## config.mk

```make
export PLATFORM = sky130hd
export DESIGN_NAME = unicode_literal_transcoder_flat
export DESIGN_NICKNAME = d
export VERILOG_FILES = /design/src/rtl/core/ult_pkg.sv /design/src/rtl/core/ult_channels.sv /design/src/rtl/core/ult_fifo.sv /design/src/rtl/core/ult_front.sv /design/src/rtl/core/ult_back.sv /design/src/rtl/core/unicode_literal_transcoder.sv /design/src/flat_wrapper.sv
export SDC_FILE = /design/constraint.sdc
export NUM_CORES = 1
export LEC_CHECK = 0
export ABC_AREA = 1
export BUFFER_PORTS_ARGS = -buffer_cell sky130_fd_sc_hd__buf_4
export CORE_MARGIN = 2
export CORE_UTILIZATION = 40
export DETAILED_ROUTE_END_ITERATION = 10
export PLACE_DENSITY = 0.54
export SLEW_MARGIN = 5
export SYNTH_ARGS = -nofsm -noshare
export SYNTH_HDL_FRONTEND = slang
export SYNTH_SLANG_ARGS = --single-unit
```

## constraint.sdc

```tcl
create_clock -name clk -period 12.4 [get_ports clk]
set_input_delay 3.72 -clock clk [delete_from_list [all_inputs] [get_ports clk]]
set_output_delay 3.72 -clock clk [all_outputs]
set_load 0.01 [all_outputs]
```

## src/rtl/core/ult_pkg.sv

```systemverilog
// ----------------------------------------------------------------------------
// ult_pkg: shared types and constants of the literal transcoder
// Encoding kinds, register indexes, queue entry layout and scalar checks.
// ----------------------------------------------------------------------------
package ult_pkg;

	// encoding kinds; codes 5..7 behave as plain
	localparam logic [2:0] KIND_PLAIN = 3'd0;
	localparam logic [2:0] KIND_UTF8  = 3'd1;
	localparam logic [2:0] KIND_UTF16 = 3'd2;
	localparam logic [2:0] KIND_UTF32 = 3'd3;
	localparam logic [2:0] KIND_WIDE  = 3'd4;

	// configuration register indexes
	localparam logic [1:0] REG_SOURCE_KIND    = 2'd0;
	localparam logic [1:0] REG_TARGET_KIND    = 2'd1;
	localparam logic [1:0] REG_WIDE_UNIT_BITS = 2'd2;

	localparam int          CFG_DATA_W   = 6;
	localparam logic [5:0]  WIDE_RESET   = 6'd32;

	localparam logic [31:0] REPL         = 32'h0000_FFFD;
	localparam logic [31:0] MAX_SCALAR   = 32'h0010_FFFF;
	localparam logic [31:0] SURR_LO      = 32'h0000_D800;
	localparam logic [31:0] SURR_HI      = 32'h0000_DFFF;
	localparam logic [15:0] HIGH_SURR_LO = 16'hD800;
	localparam logic [15:0] HIGH_SURR_HI = 16'hDBFF;
	localparam logic [15:0] LOW_SURR_LO  = 16'hDC00;
	localparam logic [15:0] LOW_SURR_HI  = 16'hDFFF;
	localparam logic [20:0] SUPP_BASE    = 21'h01_0000;

	typedef enum logic [1:0] {
		WIDE_8,
		WIDE_16,
		WIDE_32
	} wide_sel_t;

	typedef struct packed {
		logic [2:0] src_kind;
		logic [2:0] tgt_kind;
		wide_sel_t  wide_sel;
	} cfg_t;

	// one decoded item: up to two scalar values, then an optional terminator
	typedef struct packed {
		logic [1:0]  n_cp;
		logic [31:0] cp0;
		logic [31:0] cp1;
		logic        term;
	} entry_t;

	function automatic logic bad_scalar(logic [31:0] cp);
		return (cp > MAX_SCALAR) || (cp >= SURR_LO && cp <= SURR_HI);
	endfunction

endpackage

```

## src/rtl/core/ult_channels.sv

```systemverilog
// ----------------------------------------------------------------------------
// ult_channels: stream interfaces of the literal transcoder
// Source code unit channel in, target code unit channel out.
// ----------------------------------------------------------------------------
interface ult_in_if;
	logic        valid;
	logic        ready;
	logic [31:0] in_unit;

	modport source (output valid, output in_unit, input ready);
	modport sink (input valid, input in_unit, output ready);
endinterface

interface ult_out_if;
	logic        valid;
	logic        ready;
	logic [31:0] out_unit;
	logic        last_of_run;
	logic        end_of_literal;

	modport source (output valid, output out_unit, output last_of_run,
		output end_of_literal, input ready);
	modport sink (input valid, input out_unit, input last_of_run,
		input end_of_literal, output ready);
endinterface

```

## src/rtl/core/ult_fifo.sv

```systemverilog
// ----------------------------------------------------------------------------
// ult_fifo: decoded item queue
// Small register queue between decoder and encoder; push and pop per cycle.
// ----------------------------------------------------------------------------
module ult_fifo #(
	parameter int DEPTH = 4
) (
	input  logic            clk,
	input  logic            arst_n,
	input  logic            push,
	input  ult_pkg::entry_t wdata,
	output logic            wready,
	input  logic            pop,
	output ult_pkg::entry_t rdata,
	output logic            rvalid
);

	localparam int AW = (DEPTH > 1) ? $clog2(DEPTH) : 1;
	localparam int CW = $clog2(DEPTH + 1);

	ult_pkg::entry_t mem_q [DEPTH];
	logic [AW-1:0]   wr_ptr_q;
	logic [AW-1:0]   rd_ptr_q;
	logic [CW-1:0]   count_q;
	logic            do_push;
	logic            do_pop;

	assign wready  = (count_q != CW'(DEPTH));
	assign rvalid  = (count_q != '0);
	assign do_push = push && wready;
	assign do_pop  = pop && rvalid;
	assign rdata   = mem_q[rd_ptr_q];

	always_ff @(posedge clk) begin
		if (do_push) begin
			mem_q[wr_ptr_q] <= wdata;
		end
	end

	always_ff @(posedge clk or negedge arst_n) begin
		if (!arst_n) begin
			wr_ptr_q <= '0;
			rd_ptr_q <= '0;
			count_q  <= '0;
		end else begin
			if (do_push) begin
				wr_ptr_q <= (wr_ptr_q == AW'(DEPTH - 1)) ? '0 : wr_ptr_q + 1'b1;
			end
			if (do_pop) begin
				rd_ptr_q <= (rd_ptr_q == AW'(DEPTH - 1)) ? '0 : rd_ptr_q + 1'b1;
			end
			if (do_push && !do_pop) begin
				count_q <= count_q + 1'b1;
			end else if (do_pop && !do_push) begin
				count_q <= count_q - 1'b1;
			end
		end
	end

endmodule

```

## src/rtl/core/ult_front.sv

```systemverilog
// ----------------------------------------------------------------------------
// ult_front: source decoder
// Accepts one source word per cycle while q_ready, decodes to scalars, queues.
// ----------------------------------------------------------------------------
module ult_front (
	input  logic            clk,
	input  logic            arst_n,
	input  ult_pkg::cfg_t   cfg,
	input  logic            dec_clear,
	ult_in_if.sink          in_ch,
	output logic            push,
	output ult_pkg::entry_t entry,
	input  logic            q_ready
);

	typedef enum logic [1:0] {
		MODE_BYTE,
		MODE_UTF8,
		MODE_UTF16,
		MODE_UTF32
	} mode_t;

	logic [20:0] partial_q;
	logic [2:0]  seq_len_q;
	logic [2:0]  seq_seen_q;
	logic [9:0]  pend_high_q;
	logic        high_valid_q;

	logic [20:0] partial_n;
	logic [2:0]  seq_len_n;
	logic [2:0]  seq_seen_n;
	logic [9:0]  pend_high_n;
	logic        high_valid_n;

	mode_t       mode;
	logic [31:0] unit;
	logic [7:0]  b;
	logic [15:0] w;
	logic [20:0] acc;
	logic [2:0]  seen_inc;
	logic        pre;
	logic        main_v;
	logic [31:0] main_cp;
	logic        term;
	logic        head;
	logic        accept;

	assign in_ch.ready = q_ready;
	assign accept      = in_ch.valid && q_ready;
	assign b           = unit[7:0];
	assign w           = unit[15:0];
	assign acc         = {partial_q[14:0], b[5:0]};
	assign seen_inc    = seq_seen_q + 3'd1;

	always_comb begin
		case (cfg.src_kind)
			ult_pkg::KIND_UTF8:  mode = MODE_UTF8;
			ult_pkg::KIND_UTF16: mode = MODE_UTF16;
			ult_pkg::KIND_UTF32: mode = MODE_UTF32;
			ult_pkg::KIND_WIDE: begin
				case (cfg.wide_sel)
					ult_pkg::WIDE_8:  mode = MODE_BYTE;
					ult_pkg::WIDE_16: mode = MODE_UTF16;
					default:          mode = MODE_UTF32;
				endcase
			end
			default: mode = MODE_BYTE;
		endcase
		case (mode)
			MODE_UTF32: unit = in_ch.in_unit;
			MODE_UTF16: unit = {16'd0, in_ch.in_unit[15:0]};
			default:    unit = {24'd0, in_ch.in_unit[7:0]};
		endcase
	end

	always_comb begin
		pre          = 1'b0;
		main_v       = 1'b0;
		main_cp      = unit;
		term         = 1'b0;
		head         = 1'b0;
		partial_n    = partial_q;
		seq_len_n    = seq_len_q;
		seq_seen_n   = seq_seen_q;
		pend_high_n  = pend_high_q;
		high_valid_n = high_valid_q;

		if (unit == '0) begin
			// terminator: flush any open sequence, then clear
			term         = 1'b1;
			pre          = (seq_len_q != '0) || high_valid_q;
			partial_n    = '0;
			seq_len_n    = '0;
			seq_seen_n   = '0;
			pend_high_n  = '0;
			high_valid_n = 1'b0;
		end else begin
			case (mode)
				MODE_UTF8: begin
					head = 1'b1;
					if (seq_len_q != '0) begin
						if (b[7:6] == 2'b10) begin
							head = 1'b0;
							if (seen_inc >= seq_len_q) begin
								main_v  = 1'b1;
								main_cp = {11'd0, acc};
								if ((seq_len_q == 3'd2 && acc < 21'h80) ||
									(seq_len_q == 3'd3 && acc < 21'h800) ||
									(seq_len_q == 3'd4 && acc < 21'h1_0000) ||
									ult_pkg::bad_scalar({11'd0, acc})) begin
									main_cp = ult_pkg::REPL;
								end
								partial_n  = '0;
								seq_len_n  = '0;
								seq_seen_n = '0;
							end else begin
								partial_n  = acc;
								seq_seen_n = seen_inc;
							end
						end else begin
							// broken tail: replace, then take the byte as a head
							pre        = 1'b1;
							partial_n  = '0;
							seq_len_n  = '0;
							seq_seen_n = '0;
						end
					end
					if (head) begin
						if (b[7] == 1'b0) begin
							main_v = 1'b1;
						end else if (b[7:5] == 3'b110) begin
							partial_n  = {16'd0, b[4:0]};
							seq_len_n  = 3'd2;
							seq_seen_n = 3'd1;
						end else if (b[7:4] == 4'b1110) begin
							partial_n  = {17'd0, b[3:0]};
							seq_len_n  = 3'd3;
							seq_seen_n = 3'd1;
						end else if (b[7:3] == 5'b11110) begin
							partial_n  = {18'd0, b[2:0]};
							seq_len_n  = 3'd4;
							seq_seen_n = 3'd1;
						end else begin
							main_v  = 1'b1;
							main_cp = ult_pkg::REPL;
						end
					end
				end
				MODE_UTF16: begin
					head = 1'b1;
					if (high_valid_q) begin
						pend_high_n  = '0;
						high_valid_n = 1'b0;
						if (w >= ult_pkg::LOW_SURR_LO && w <= ult_pkg::LOW_SURR_HI) begin
							head    = 1'b0;
							main_v  = 1'b1;
							main_cp = {11'd0, ult_pkg::SUPP_BASE + {1'b0, pend_high_q, w[9:0]}};
						end else begin
							pre = 1'b1;
						end
					end
					if (head) begin
						if (w >= ult_pkg::HIGH_SURR_LO && w <= ult_pkg::HIGH_SURR_HI) begin
							pend_high_n  = w[9:0];
							high_valid_n = 1'b1;
						end else if (w >= ult_pkg::LOW_SURR_LO && w <= ult_pkg::LOW_SURR_HI) begin
							main_v  = 1'b1;
							main_cp = ult_pkg::REPL;
						end else begin
							main_v = 1'b1;
						end
					end
				end
				default: begin
					main_v = 1'b1;
				end
			endcase
		end
	end

	assign push       = accept && (pre || main_v || term);
	assign entry.n_cp = {1'b0, pre} + {1'b0, main_v};
	assign entry.cp0  = pre ? ult_pkg::REPL : main_cp;
	assign entry.cp1  = main_cp;
	assign entry.term = term;

	always_ff @(posedge clk or negedge arst_n) begin
		if (!arst_n) begin
			partial_q    <= '0;
			seq_len_q    <= '0;
			seq_seen_q   <= '0;
			pend_high_q  <= '0;
			high_valid_q <= 1'b0;
		end else if (dec_clear) begin
			partial_q    <= '0;
			seq_len_q    <= '0;
			seq_seen_q   <= '0;
			pend_high_q  <= '0;
			high_valid_q <= 1'b0;
		end else if (accept) begin
			partial_q    <= partial_n;
			seq_len_q    <= seq_len_n;
			seq_seen_q   <= seq_seen_n;
			pend_high_q  <= pend_high_n;
			high_valid_q <= high_valid_n;
		end
	end

endmodule

```

## src/rtl/core/ult_back.sv

```systemverilog
// ----------------------------------------------------------------------------
// ult_back: target encoder
// Pops and encodes decoded items; sends one target word per cycle while ready.
// ----------------------------------------------------------------------------
module ult_back (
	input  logic            clk,
	input  logic            arst_n,
	input  ult_pkg::cfg_t   cfg,
	input  ult_pkg::entry_t entry,
	input  logic            q_valid,
	output logic            pop,
	ult_out_if.source       out_ch
);

	typedef struct packed {
		logic [3:0][31:0] u;
		logic [2:0]       k;
	} enc_t;

	function automatic enc_t enc16(logic [20:0] s);
		enc_t        r;
		logic [19:0] o;
		r   = '0;
		o   = 20'(s - ult_pkg::SUPP_BASE);
		r.k = 3'd1;
		if (s[20:16] == '0) begin
			r.u[0] = {11'd0, s};
		end else begin
			r.u[0] = {16'd0, ult_pkg::HIGH_SURR_LO[15:10], o[19:10]};
			r.u[1] = {16'd0, ult_pkg::LOW_SURR_LO[15:10], o[9:0]};
			r.k    = 3'd2;
		end
		return r;
	endfunction

	function automatic enc_t encode(logic [31:0] cp, ult_pkg::cfg_t c);
		enc_t        r;
		logic [31:0] v;
		logic [20:0] s;
		r   = '0;
		r.k = 3'd1;
		v   = ult_pkg::bad_scalar(cp) ? ult_pkg::REPL : cp;
		s   = v[20:0];
		case (c.tgt_kind)
			ult_pkg::KIND_UTF8: begin
				if (s < 21'h80) begin
					r.u[0] = {11'd0, s};
				end else if (s < 21'h800) begin
					r.u[0] = {24'd0, 3'b110, s[10:6]};
					r.u[1] = {24'd0, 2'b10, s[5:0]};
					r.k    = 3'd2;
				end else if (s < 21'h1_0000) begin
					r.u[0] = {24'd0, 4'b1110, s[15:12]};
					r.u[1] = {24'd0, 2'b10, s[11:6]};
					r.u[2] = {24'd0, 2'b10, s[5:0]};
					r.k    = 3'd3;
				end else begin
					r.u[0] = {24'd0, 5'b11110, s[20:18]};
					r.u[1] = {24'd0, 2'b10, s[17:12]};
					r.u[2] = {24'd0, 2'b10, s[11:6]};
					r.u[3] = {24'd0, 2'b10, s[5:0]};
					r.k    = 3'd4;
				end
			end
			ult_pkg::KIND_UTF16: r = enc16(s);
			ult_pkg::KIND_UTF32: r.u[0] = v;
			ult_pkg::KIND_WIDE: begin
				case (c.wide_sel)
					ult_pkg::WIDE_8:  r.u[0] = (cp > 32'hFF) ? 32'hFD : cp;
					ult_pkg::WIDE_16: r = enc16(s);
					default:          r.u[0] = v;
				endcase
			end
			default: r.u[0] = {24'd0, cp[7:0]};
		endcase
		return r;
	endfunction

	enc_t             e0;
	enc_t             e1;
	logic [2:0]       k0;
	logic [2:0]       k1;
	logic [1:0]       j;
	logic [3:0][31:0] units_n;

	logic [3:0][31:0] units_q;
	logic [2:0]       cnt_q;
	logic [1:0]       idx_q;
	logic             term_q;
	logic             valid_q;
	logic             last;
	logic             taken;

	always_comb begin
		e0 = encode(entry.cp0, cfg);
		e1 = encode(entry.cp1, cfg);
		k0 = (entry.n_cp != '0) ? e0.k : 3'd0;
		// the second value is dropped when it would overflow four words
		if (entry.term) begin
			k1 = 3'd1;
		end else if (entry.n_cp == 2'd2 && (k0 + e1.k) <= 3'd4) begin
			k1 = e1.k;
		end else begin
			k1 = 3'd0;
		end
		for (int i = 0; i < 4; i++) begin
			j = 2'(i) - k0[1:0];
			if (3'(i) < k0) begin
				units_n[i] = e0.u[i];
			end else if (entry.term) begin
				units_n[i] = '0;
			end else begin
				units_n[i] = e1.u[j];
			end
		end
	end

	assign last  = ({1'b0, idx_q} == (cnt_q - 3'd1));
	assign taken = valid_q && out_ch.ready;
	assign pop   = q_valid && (!valid_q || (taken && last));

	assign out_ch.valid          = valid_q;
	assign out_ch.out_unit       = units_q[idx_q];
	assign out_ch.last_of_run    = last;
	assign out_ch.end_of_literal = term_q && last;

	always_ff @(posedge clk) begin
		if (pop) begin
			units_q <= units_n;
			cnt_q   <= k0 + k1;
			term_q  <= entry.term;
		end
	end

	always_ff @(posedge clk or negedge arst_n) begin
		if (!arst_n) begin
			valid_q <= 1'b0;
			idx_q   <= '0;
		end else if (pop) begin
			valid_q <= 1'b1;
			idx_q   <= '0;
		end else if (taken && last) begin
			valid_q <= 1'b0;
		end else if (taken) begin
			idx_q <= idx_q + 2'd1;
		end
	end

endmodule

```

## src/rtl/core/unicode_literal_transcoder.sv

```systemverilog
// ----------------------------------------------------------------------------
// unicode_literal_transcoder: streaming string literal transcoder
// Decodes source code units to scalar values and re-encodes them to the
// configured target encoding, one source word per cycle while the queue has room.
// ----------------------------------------------------------------------------
// Usage:
//   in_ch carries one source code unit per word (in_unit, low bits used per
//   source width). A word whose masked unit is zero ends the literal.
//   out_ch carries one target code unit per word; last_of_run marks the last
//   word caused by one input word, end_of_literal marks the zero terminator.
//   Configuration is written through cfg_we/cfg_index/cfg_wdata while idle;
//   a write to source_kind or wide_unit_bits drops any open sequence.
// Flow:
//   The decoder takes one word per cycle until the queue is full; an accepted
//   word is registered in the queue, then in the output stage. The encoder
//   sends one word per cycle while out_ch.ready is high; an input word that
//   expands to k units holds the output for k words, and the QUEUE_DEPTH
//   entry queue absorbs the expansion; in_ch.ready drops only when it is full.
// Reset:
//   arst_n clears the queue, the output stage and the decoder state, and sets
//   source_kind = plain, target_kind = plain, wide_unit_bits = 32.
// Stall:
//   While out_ch.ready is low the current output word holds; decoded items
//   pile up in the queue until it fills, then in_ch.ready goes low.
// ----------------------------------------------------------------------------
module unicode_literal_transcoder #(
	parameter int QUEUE_DEPTH = 4
) (
	input  logic                           clk,
	input  logic                           arst_n,
	input  logic                           cfg_we,
	input  logic [1:0]                     cfg_index,
	input  logic [ult_pkg::CFG_DATA_W-1:0] cfg_wdata,
	ult_in_if.sink                         in_ch,
	ult_out_if.source                      out_ch
);

	// configuration registers
	logic [2:0]      source_kind_q;
	logic [2:0]      target_kind_q;
	logic [5:0]      wide_bits_q;
	ult_pkg::cfg_t   cfg;
	logic            dec_clear;

	// queue between decoder and encoder
	logic            q_push;
	logic            q_wready;
	logic            q_pop;
	logic            q_rvalid;
	ult_pkg::entry_t q_wdata;
	ult_pkg::entry_t q_rdata;

	always_ff @(posedge clk or negedge arst_n) begin
		if (!arst_n) begin
			source_kind_q <= ult_pkg::KIND_PLAIN;
			target_kind_q <= ult_pkg::KIND_PLAIN;
			wide_bits_q   <= ult_pkg::WIDE_RESET;
		end else if (cfg_we) begin
			case (cfg_index)
				ult_pkg::REG_SOURCE_KIND:    source_kind_q <= cfg_wdata[2:0];
				ult_pkg::REG_TARGET_KIND:    target_kind_q <= cfg_wdata[2:0];
				ult_pkg::REG_WIDE_UNIT_BITS: wide_bits_q   <= cfg_wdata[5:0];
				default: ;
			endcase
		end
	end

	// drop any open sequence when the source format changes
	assign dec_clear = cfg_we && (cfg_index == ult_pkg::REG_SOURCE_KIND ||
		cfg_index == ult_pkg::REG_WIDE_UNIT_BITS);

	always_comb begin
		cfg.src_kind = source_kind_q;
		cfg.tgt_kind = target_kind_q;
		if (wide_bits_q == 6'd8) begin
			cfg.wide_sel = ult_pkg::WIDE_8;
		end else if (wide_bits_q == 6'd16) begin
			cfg.wide_sel = ult_pkg::WIDE_16;
		end else begin
			cfg.wide_sel = ult_pkg::WIDE_32;
		end
	end

	ult_front u_front (
		.clk       (clk),
		.arst_n    (arst_n),
		.cfg       (cfg),
		.dec_clear (dec_clear),
		.in_ch     (in_ch),
		.push      (q_push),
		.entry     (q_wdata),
		.q_ready   (q_wready)
	);

	ult_fifo #(
		.DEPTH (QUEUE_DEPTH)
	) u_fifo (
		.clk    (clk),
		.arst_n (arst_n),
		.push   (q_push),
		.wdata  (q_wdata),
		.wready (q_wready),
		.pop    (q_pop),
		.rdata  (q_rdata),
		.rvalid (q_rvalid)
	);

	ult_back u_back (
		.clk     (clk),
		.arst_n  (arst_n),
		.cfg     (cfg),
		.entry   (q_rdata),
		.q_valid (q_rvalid),
		.pop     (q_pop),
		.out_ch  (out_ch)
	);

	// decoder never pushes into a full queue
	a_no_overflow: assert property (@(posedge clk) disable iff (!arst_n)
		q_push |-> q_wready)
		else $error("decoded item pushed into full queue");

	// encoder never pops an empty queue
	a_no_underflow: assert property (@(posedge clk) disable iff (!arst_n)
		q_pop |-> q_rvalid)
		else $error("encoder popped empty queue");

	// terminator word is zero and closes its run
	a_term_word: assert property (@(posedge clk) disable iff (!arst_n)
		(out_ch.valid && out_ch.end_of_literal) |->
		(out_ch.last_of_run && out_ch.out_unit == '0))
		else $error("terminator word malformed");

	// an accepted terminator always produces a queue entry
	a_term_pushed: assert property (@(posedge clk) disable iff (!arst_n)
		(q_wdata.term && in_ch.valid && in_ch.ready) |-> q_push)
		else $error("terminator not queued");

endmodule

```

## src/flat_wrapper.sv

```systemverilog
// flat-port wrapper written by rule: the top's interface ports become plain ports
module unicode_literal_transcoder_flat 
#(
	parameter int QUEUE_DEPTH = 4
)
  (clk, arst_n, cfg_we, cfg_index, cfg_wdata, in_ch_valid, in_ch_in_unit, in_ch_ready, out_ch_valid, out_ch_out_unit, out_ch_last_of_run, out_ch_end_of_literal, out_ch_ready);
  ult_in_if in_ch_i ();
  ult_out_if out_ch_i ();
  input  logic clk;
  input  logic arst_n;
  input  logic cfg_we;
  input  logic [1:0] cfg_index;
  input  logic [ult_pkg::CFG_DATA_W-1:0] cfg_wdata;
  input wire logic [$bits(in_ch_i.valid)-1:0] in_ch_valid;
  input wire logic [$bits(in_ch_i.in_unit)-1:0] in_ch_in_unit;
  output wire logic [$bits(in_ch_i.ready)-1:0] in_ch_ready;
  output wire logic [$bits(out_ch_i.valid)-1:0] out_ch_valid;
  output wire logic [$bits(out_ch_i.out_unit)-1:0] out_ch_out_unit;
  output wire logic [$bits(out_ch_i.last_of_run)-1:0] out_ch_last_of_run;
  output wire logic [$bits(out_ch_i.end_of_literal)-1:0] out_ch_end_of_literal;
  input wire logic [$bits(out_ch_i.ready)-1:0] out_ch_ready;
  assign in_ch_i.valid = in_ch_valid;
  assign in_ch_i.in_unit = in_ch_in_unit;
  assign in_ch_ready = in_ch_i.ready;
  assign out_ch_valid = out_ch_i.valid;
  assign out_ch_out_unit = out_ch_i.out_unit;
  assign out_ch_last_of_run = out_ch_i.last_of_run;
  assign out_ch_end_of_literal = out_ch_i.end_of_literal;
  assign out_ch_i.ready = out_ch_ready;
  unicode_literal_transcoder #(.QUEUE_DEPTH(QUEUE_DEPTH)) u_core (.clk(clk), .arst_n(arst_n), .cfg_we(cfg_we), .cfg_index(cfg_index), .cfg_wdata(cfg_wdata), .in_ch(in_ch_i), .out_ch(out_ch_i));
endmodule
```

# Word level (Yosys, flattened, before mapping)
# Memory sizes are Yosys's and may differ from the RTL's.
# Index checks and enable logic that the tools add are counted.
dict set report totals {
  regBits 192
  mem_bits_rw 268
  in_bits 45
  elab_cells 321
  memories 1
}
dict set report op_classes {
  addsub 17
  n_lt_le_gt_ge 35
  eq_ne 29
  mux 166
  n_reduce_logical 54
}
# name depth width read_ports rd_clocked_by_memory_dff write_ports line
set mem_list {}
lappend mem_list {u_core.u_fifo.mem_q 4 67 1 0 1 ult_fifo.sv:21} ;# ult_pkg::entry_t mem_q [DEPTH];
# op count
set ops {}
lappend ops {{32-bit 2-to-1 mux} 36}
lappend ops {{96-bit case mux with 3 select lines} 2}
lappend ops {{32-bit binary-select mux with 2-bit select} 5}
lappend ops {{21-bit 2-to-1 mux} 15}
lappend ops {{32-bit case mux with 2 select lines} 4}
lappend ops {{32-bit case mux with 4 select lines} 2}
lappend ops {{73-bit 2-to-1 mux} 2}
lappend ops {{72-bit 2-to-1 mux} 2}
lappend ops {{67-bit 2-to-1 mux} 2}
lappend ops {{3-bit 2-to-1 mux} 33}
lappend ops {{40-bit 2-to-1 mux} 2}
lappend ops {{10-bit 2-to-1 mux} 7}
lappend ops {{32-bit by 16-bit >= comparator with 1-bit output, second input constant} 2}
lappend ops {{32-bit by 21-bit greater-than comparator with 1-bit output, second input constant} 2}
lappend ops {{32-bit by 8-bit greater-than comparator with 1-bit output, second input constant} 2}
lappend ops {{32-bit by 16-bit <= comparator with 1-bit output, second input constant} 2}
lappend ops {{21-bit by 12-bit less-than comparator with 1-bit output, second input constant} 3}
lappend ops {{21-bit by 17-bit less-than comparator with 1-bit output, second input constant} 3}
lappend ops {{21-bit by 8-bit less-than comparator with 1-bit output, second input constant} 3}
lappend ops {{20-bit by 17-bit subtractor with 20-bit output, second input constant} 2}
lappend ops {{1-bit 2-to-1 mux} 35}
lappend ops {{16-bit >= comparator, second input constant} 2}
lappend ops {{16-bit <= comparator, second input constant} 2}
lappend ops {{32-bit logical NOT} 1}
lappend ops {{other kinds (43)} 130}

# Depth between registers and ports, before layout
# Gate-level depths: netlist of run 1.
dict set report logic_depth {
  word_depth 26
  ltp_mapped 38
}

# Hierarchy
# From an unflattened synthesis of run 1, not the netlist that was laid out.
dict set report unflattened {
  cells_unflattened 2970
  hier_area_um2 25299.3
}
# mod instances cells_per_inst area_each_um2 seq_area_each_um2
set modules_own_cells {}
lappend modules_own_cells {ult_fifo 1 841 11146.9 8222.9}
lappend modules_own_cells {ult_back 1 1309 9618.0 4038.9}
lappend modules_own_cells {ult_front 1 751 3975.1 800.8}
lappend modules_own_cells {unicode_literal_transcoder 1 69 559.3 301.5}

# Worst setup path before layout of run 1
# No wires, ideal clock.
dict set report synth_timing {
  path_type {in2reg}
  start {input in_ch_in_unit[8]}
  end {memory u_core.u_fifo.mem_q[0][0] in the netlist's numbering (enable)}
  setup_time_ns 0.492
  arrival_time_ns 8.821
  t_required_ns 11.908
  setup_slack_ns 3.087
  cell_stages 16
  n_path_buf 1
  cell_sequence {inv_1 -> nor2_1 -> inv_1 -> nand4_1 -> nor2_1 -> nand3_1 -> nor4_2 -> nor2_1 -> clkinv_1 -> o22ai_1 -> inv_1 -> buf_2 -> ha_1 -> a21oi_1 -> inv_1 -> nor2_1}
}
# item line
set synth_rtl {}
lappend synth_rtl {{start: declaration} flat_wrapper.sv:15} ;# input wire logic [$bits(in_ch_i.in_unit)-1:0] in_ch_in_unit;
lappend synth_rtl {{end: declaration} ult_fifo.sv:21}

==> results of run 1 <==
[cell usage after synthesis, types with 3 or more instances]
master / number
and3_1: 3
nor3_1: 12
a211oi_1: 4
buf_6: 16
nor3_2: 5
nand3_1: 227
o21ai_0: 246
nand3b_1: 4
a21oi_1: 76
inv_2: 21
o21ai_1: 35
dfrtp_1: 53
ha_1: 20
a32oi_1: 10
buf_2: 33
o31ai_1: 11
nor2_2: 6
xor2_1: 5
nand2_2: 17
nor2_4: 4
a31oi_1: 13
xnor2_1: 5
o2111ai_1: 3
a22oi_1: 12
or2_2: 10
nand2_1: 660
edfxtp_1: 400
fa_1: 3
nor2_1: 251
clkinv_1: 3
nor4_1: 4
and2_1: 4
clkbuf_1: 56
nand3_2: 3
buf_4: 14
inv_1: 219
a21boi_0: 4
nand4_1: 33
o211ai_1: 32
o22ai_1: 73
o21ai_2: 4
[state kept, by name (all words and copies together), names as in the netlist]
signal,flops
u_core.source_kind_q,3
u_core.target_kind_q,3
u_core.u_back.cnt_q,3
u_core.u_back.idx_q,2
u_core.u_back.out_ch.valid,1
u_core.u_back.term_q,1
u_core.u_back.units_q,128
u_core.u_fifo.count_q,3
u_core.u_fifo.mem_q,268
u_core.u_fifo.rd_ptr_q,2
u_core.u_fifo.wr_ptr_q,2
u_core.u_front.high_valid_q,1
u_core.u_front.partial_q,15
u_core.u_front.pend_high_q,10
u_core.u_front.seq_len_q,3
u_core.u_front.seq_seen_q,3
u_core.wide_bits_q,6
[cell type report]
type | instances | area share
Clock buffer | 59 | 0.04779
Clock inverter | 34 | 0.01210
Inverter | 245 | 0.03453
Multi-Input combinational cell | 1886 | 0.3430
Sequential cell | 454 | 0.4973
Tap cell | 773 | 0.03597
Timing Repair Buffer | 105 | 0.02932
[worst register-to-register path, stage by stage, from the launching register on]
cell	delay (ps)
dfrtp_1	370
nor2_1	170
and3_1	430
inv_1	200
nand2_1	130
inv_1	110
nand2_1	60
o21ai_0	240
ha_1	590
nor2_2	360
inv_1	140
nand2_1	150
nand4_1	140
nor2_1	170
nand3_1	170
nor4_2	760
inv_1	200
o22ai_2	180
buf_4	350
inv_1	240
ha_1	240
a21oi_1	420
inv_1	300
nor2_4	720
buf_4	700
[layout by cell type (no fill, tap or decap), types with 53 or more instances in the layout]
cell,instances
a21oi_1,76
buf_4,105
conb_1,53
edfxtp_1,400
inv_1,217
nand2_1,660
nand3_1,227
nor2_1,247
o21ai_0,246
o22ai_1,72
[power by group]
part	internal [µW]	switching [µW]	total [µW]	leakage [µW]
Clock	814	631	1450	0.000776
Sequential	2290	116	2410	0.00446
Combinational	782	2100	2880	0.00565
[how the worst min path moves through the flow]
stage	from	to	slack, ps	cells after the start
2_1_floorplan	u_core.wide_bits_q[1]$_DFFE_PN0P_	u_core.wide_bits_q[1]$_DFFE_PN0P_	450	2
3_3_place_gp	u_core.wide_bits_q[1]$_DFFE_PN0P_	u_core.wide_bits_q[1]$_DFFE_PN0P_	470	2
3_5_place_dp	u_core.wide_bits_q[1]$_DFFE_PN0P_	u_core.wide_bits_q[1]$_DFFE_PN0P_	480	2
4_1_cts	u_core.wide_bits_q[1]$_DFFE_PN0P_	u_core.wide_bits_q[1]$_DFFE_PN0P_	490	2
5_1_grt	u_core.wide_bits_q[1]$_DFFE_PN0P_	u_core.wide_bits_q[1]$_DFFE_PN0P_	510	2
6_report	u_core.wide_bits_q[1]$_DFFE_PN0P_	u_core.wide_bits_q[1]$_DFFE_PN0P_	490	2
[per-layer routing]
metal / share of wire / track usage
met5: 0 / 0
met2: 0.49 / 0.4103
met1: 0.43 / 0.3151
met3: 0.045 / 0.03046
met4: 0.037 / 0.08762
[stage by stage]
step	total power (µW)	instance area (µm²)	setup slack (ps)
after CTS	6789	26890	3905
after global placement	5309	25280	3314
after global routing	7187	26890	3614
final	6734	26890	3990
after floorplan	4359	24140	3087
after detailed placement	5333	25280	3278
[kinds of logic (layout without fill, tap and decap cells)]
kind of cell | count (synthesis) | in the layout
AO/OA/AOI/OAI | 548 | 548
other | 1 | 53
flip-flops | 454 | 454
AND/OR/NAND/NOR | 1250 | 1250
XOR/XNOR | 10 | 10
buffers and inverters | 366 | 443
adder cells (fa/ha/maj) | 23 | 23
multiplexers | 2 | 2
==> run_results.csv, run 1 <==
group,metric,value,unit
yosys,yosys.area_share.adder,0.01296,
yosys,synth-compound-area-share,0.1338,
clock_network,cts.clk_slew.worst_paths,60,ps
worst_setup_path,r2r_start,"u_core.wide_bits_q[2]$_DFFE_PN0P_",
timing,min_period,8410,ps
worst_setup_path,required,12640,ps
yosys,synth-main-ff-cell,"edfxtp_1",
clock_network,cts_tree,"yes",
clock_network,cts_setup_buffers,0,
floorplan,core-area,59130,µm²
worst_setup_path,critPathTopFamily,"buffers and inverters",
yosys,async_flop_share,0.1189,
global_route,grt_max_degree,80,
yosys,ys_types,72,
finish,layout-drive-gt1-share,0.09845,
timing,tightest_slew,1145,ps
worst_setup_path,cp.depth,19,
worst_setup_path,crit_start,"in_ch_in_unit[13]",
yosys,synth_edf_count,400,
yosys,yosysTopAreaCellShare,0.5016,
finish,seqCellArea,13370,µm²
finish,n_antenna_cell,0,
global_route,antenna_found_initial,0,
worst_setup_path,r2r_slack,4490,ps
worst_setup_path,cp.arrival,8650,ps
global_route,grt_pass1_wl,114.9,mm
placement,dp_hpwl,53.73,mm
clock_network,cts_buffers,50,
worst_setup_path,crit_chain,"buf_4 -> inv_1 -> nor2_1 -> inv_1 -> nand4_1 -> nor2_1 -> nand3_1 -> nor4_2 -> nor2_1 -> buf_4 -> clkinv_1 -> o22ai_2 -> buf_4 -> inv_1 -> ha_1 -> a21oi_1 -> inv_1 -> nor2_4 -> buf_4",
finish,fin_cells,3556,
worst_setup_path,critPathMaxFanout,43,
clock_network,cts_max_path_buffers,3,
drt,vias,19470,
worst_setup_path,worst_path_max_delay_cell,"nor2_4",
drt,wl,75.31,mm
yosys,postSynthAreaPerCell,9.023,µm²
yosys,synth_seq_cells,454,
pwr,power_density,250.5,nW/µm²
placement,port_buffers,80,
clock_network,cts_root_buf,"clkbuf_16",
finish,multiInputGateArea,9221,µm²
finish,fillCellCount,5773,
clock_network,htree_levels,2,
drt,ant_nets,0,
timing,tns,0,ps
worst_setup_path,cpPeakStageDelay,720,ps
floorplan,fp.dieW,248.7,µm
yosys,yosys.area.top_type,"edfxtp_1",
worst_setup_path,r2r_end,"u_core.u_fifo.mem_q[3][13]$_DFFE_PP_",
worst_setup_path,reg2reg_depth,24,
global_route,overflow,0,
timing,worst_hold_slack,487.6,ps
yosys,yosysWarnings,0,
timing,fin_skew,61.73,ps
timing,fin_crit_sh,0.6783,
finish,final_util,0.4547,
worst_setup_path,crit_type,"input port to flop",
timing,max_freq,118.9,MHz
finish,final_net_count,2810,
worst_hold_path,hold_path.class,"flop to flop",
placement,place_congestion,0.9721,
placement,placed_cells,3463,
outcome,outcome,"finished, violations left",
yosys,netlist_instances,2654,
yosys,synth_top_family_by_area,"simple AND/OR/NAND/NOR gates",
worst_setup_path,cp-endpoint,"u_core.u_fifo.mem_q[3][13]$_DFFE_PP_",
drt,first_iter_violations,1597,
timing,rsz0062_at_grt,"no",
floorplan,io_pins,81,
yosys,synthTopCellsByArea,"edfxtp_1 50%, nand2_1 10%, dfrtp_1 5.5%, o21ai_0 5.1%, nand3_1 4.7%",
floorplan,dieArea,61840,µm²
drt,first_pass_iters,10,
drt,drcViolationCount,2,
clock_network,cts_resized,0,
worst_setup_path,path_buf_inv,9,
clock_network,clock-sinks,454,
pwr,peakVddDrop,0.1249,mV
timing,slew_headroom,0.2366,
timing,slew_viol_final,0,
timing,hold_viol_final,0,
yosys,syn_area,23950,µm²
global_route,grt.total_usage,0.2406,
timing,setup_viol,0,
yosys,synthXorXnorAreaFrac,0.003657,
drt,wl_per_cell,21.18,µm
yosys,synth_mux_area_frac,0.0009405,
yosys,synthSimpleGateAreaFrac,0.2239,
floorplan,rows,89,
job,drv_cap,0,
yosys,synth-seq-area-share,0.5581,
floorplan,fp.dieH,248.7,µm
worst_setup_path,end_kind,"flop",
outcome,violations,"design-rule violations",
floorplan,start_util,0.4050,
clock_network,cts-hold-fix-buffers,0,
clock_network,clock_latency,640,ps
global_route,grt_pass1_vias,18537,
pwr,leakagePower,0.01089,µW
finish,area_growth,12.27,%
worst_setup_path,startpoint_type,"input port",
drt,vias_per_cell,5.475,
No activity file was read; power rests on OpenSTA's default activity.
==> run 2: changes to the inputs <==
==> constraint.sdc (replaced) <==
create_clock -name clk -period 8.66 [get_ports clk]
set_input_delay 2.598 -clock clk [delete_from_list [all_inputs] [get_ports clk]]
set_output_delay 2.598 -clock clk [all_outputs]
set_load 0.01 [all_outputs]
==> run 2 against run 1 <==
  * Final area about the same
  * Clock power increased by 39%
  * The flow still finishes with violations (design-rule violations)
  * Critical endpoint is now u_core.u_back.cnt_q[2]$_DFFE_PP_
  * Highest routed layer unchanged
  * Sequential cell count unchanged
  * Via count decreased by 0.69%
  * Worst hold slack improved by 4.7 ps
  * Non-clock buffer count increased by 3
  * Critical path type is now flop to flop
==> run_results.csv, run 2 (same netlist as run 1, synthesis figures left out) <==
group,metric,value,unit
floorplan,start_util,0.4050,
floorplan,io_pins,81,
worst_setup_path,cp-endpoint,"u_core.u_back.cnt_q[2]$_DFFE_PP_",
global_route,grt.total_usage,0.2388,
global_route,grt_pass1_vias,18525,
global_route,grt_pass1_wl,114.4,mm
pwr,power_density,357.3,nW/µm²
finish,n_antenna_cell,0,
timing,hold_viol_final,0,
global_route,gr-usage-met1,0.3182,
worst_hold_path,holdPathStages,1,
worst_setup_path,worst_path_most_repeated_cell,"nand2_1",
global_route,antenna_found_initial,1,
finish,layout_common_cells,"660 x nand2_1, 400 x edfxtp_1, 247 x nor2_1",
outcome,violations,"design-rule violations",
floorplan,fp.dieH,248.7,µm
floorplan,core-area,59130,µm²
worst_setup_path,cp.arrival,7170,ps
finish,final_net_count,2812,
timing,max_freq,146.3,MHz
worst_setup_path,startpoint_type,"flop",
worst_setup_path,r2r_slack,1830,ps
worst_setup_path,r2r_end,"u_core.u_back.cnt_q[2]$_DFFE_PP_",
clock_network,cts.clk_slew.worst_paths,60,ps
clock_network,cts-hold-fix-buffers,0,
placement,place_congestion,1.002,
global_route,use_met3,0.02858,
drt,vias_per_cell,5.441,
global_route,grtUsageMet2,0.4018,
finish,largest_register,"u_core.u_fifo.mem_q",
worst_setup_path,end_kind,"flop",
worst_hold_path,hold_path.class,"flop to flop",
drt,first_iter_violations,1623,
clock_network,cts_resized,0,
clock_network,cts_tree,"yes",
global_route,grt_max_degree,134,
timing,setup_viol,0,
worst_setup_path,worst_path_max_delay_cell,"clkinv_2",
drt,ant_nets,0,
timing,slew_headroom,0.2616,
timing,rsz0062_at_grt,"no",
timing,tns,0,ps
pwr,peakVddDrop,0.1994,mV
finish,reg.largest.list,"u_core.u_fifo.mem_q x268, u_core.u_back.units_q x128, u_core.u_front.partial_q x15",
global_route,grt-busiest-layer,"met2",
worst_setup_path,required,9000,ps
finish,largest_reg_flops,268,
clock_network,htree_levels,2,
finish,layout-drive-gt1-share,0.09781,
timing,tightest_slew,1106,ps
placement,port_buffers,80,
worst_setup_path,cpPeakStageDelay,550,ps
floorplan,fp.dieW,248.7,µm
drt,wl_per_cell,21.11,µm
worst_setup_path,crit_start,"u_core.u_fifo.rd_ptr_q[0]$_DFFE_PN0P_",
worst_setup_path,critPathMaxFanout,50,
clock_network,cts_root_buf,"clkbuf_16",
worst_setup_path,reg2reg_depth,33,
floorplan,rows,89,
clock_network,cts_buffers,49,
global_route,overflow,0,
drt,vias,19336,
pwr,leakagePower,0.01087,µW
clock_network,clock_latency,610,ps
placement,dp_hpwl,53.48,mm
finish,fillCellCount,5730,
drt,first_pass_iters,11,
worst_setup_path,r2r_start,"u_core.u_fifo.rd_ptr_q[0]$_DFFE_PN0P_",
clock_network,cts_max_path_buffers,3,
drt,wl,75.02,mm
finish,final_common_cell,"nand2_1",
drt,drcViolationCount,2,
timing,fin_crit_sh,0.7891,
timing,min_period,6834,ps
job,drv_cap,0,
worst_setup_path,crit_type,"flop to flop",
floorplan,dieArea,61840,µm²
clock_network,clock-sinks,454,
timing,worst_hold_slack,492.3,ps
timing,fin_skew,32.23,ps
clock_network,cts_setup_buffers,0,
timing,slew_viol_final,0,
outcome,outcome,"finished, violations left",
finish,area_growth,12.31,%
[run 2: changes by cell type in the layout (fill, tap and decap cells not counted), moves of 2 or more]
| cell | before | now |
|---|---|---|
| clkinv_2 | 9 | 5 |
| clkinv_16 | 3 | 1 |
| clkbuf_1 | 9 | 12 |
| clkinvlp_4 | 2 | 4 |
| buf_12 | 0 | 5 |
| buf_4 | 105 | 103 |
| clkinv_1 | 17 | 14 |
[run 2: through the flow]
step	util	total power [µW]	area (µm²)	instances	worst slack [ps]
finish	0.4548	9609	26890	3554	1826
global route	0.4548	10250	26890	3554	1212
CTS	0.4548	9692	26890	3554	1854
detailed placement	0.4289	7663	25360	3466	1772
global placement	0.4289	7614	25360	3466	1949
floorplan	-	6242	24140	2706	468.7
[run 2: worst min path at each step]
stage                                                     from                                   end
after floorplan              u_core.wide_bits_q[1]$_DFFE_PN0P_     u_core.wide_bits_q[1]$_DFFE_PN0P_
after global routing      u_core.u_fifo.count_q[2]$_DFFE_PN0P_  u_core.u_fifo.count_q[2]$_DFFE_PN0P_
after global placement       u_core.wide_bits_q[1]$_DFFE_PN0P_     u_core.wide_bits_q[1]$_DFFE_PN0P_
after detailed placement     u_core.wide_bits_q[0]$_DFFE_PN0P_     u_core.wide_bits_q[0]$_DFFE_PN0P_
final                     u_core.u_fifo.count_q[2]$_DFFE_PN0P_  u_core.u_fifo.count_q[2]$_DFFE_PN0P_
after CTS                 u_core.u_fifo.count_q[2]$_DFFE_PN0P_  u_core.u_fifo.count_q[2]$_DFFE_PN0P_
[run 2: layout make-up]
cell class | instances | area (µm²) | area share
Clock inverter | 26 | 249.0 | 0.009258
Tap cell | 773 | 967.2 | 0.03596
Sequential cell | 454 | 13370 | 0.4971
Multi-Input combinational cell | 1886 | 9221 | 0.3429
Inverter | 245 | 928.4 | 0.03452
Clock buffer | 62 | 1285 | 0.04778
Timing Repair Buffer | 108 | 873.3 | 0.03247
[run 2: worst max-delay path, delay by kind of cell (launching register included)]
| kind | cells | cell delay, ps |
|---|---|---|
| flip-flops | 1 | 410 |
| adder cells (fa/ha/maj) | 4 | 1230 |
| XOR/XNOR | 1 | 170 |
| AND/OR/NAND/NOR | 20 | 2960 |
| buffers and inverters | 7 | 1450 |
| AO/OA/AOI/OAI | 1 | 300 |
[run 2: routing by layer]
layer	wire (µm)	up-vias
li1	-	9349
met4	2857	0
met2	36030	601
met5	0	-
met1	32700	9241
met3	3424	145
[run 2: where the power goes]
part / switching [µW] / internal, µW / total [µW]
sequential: 157 / 3280 / 3430
combinational: 3020 / 1140 / 4160
clock: 870 / 1140 / 2010
total: 4050 / 5560 / 9610
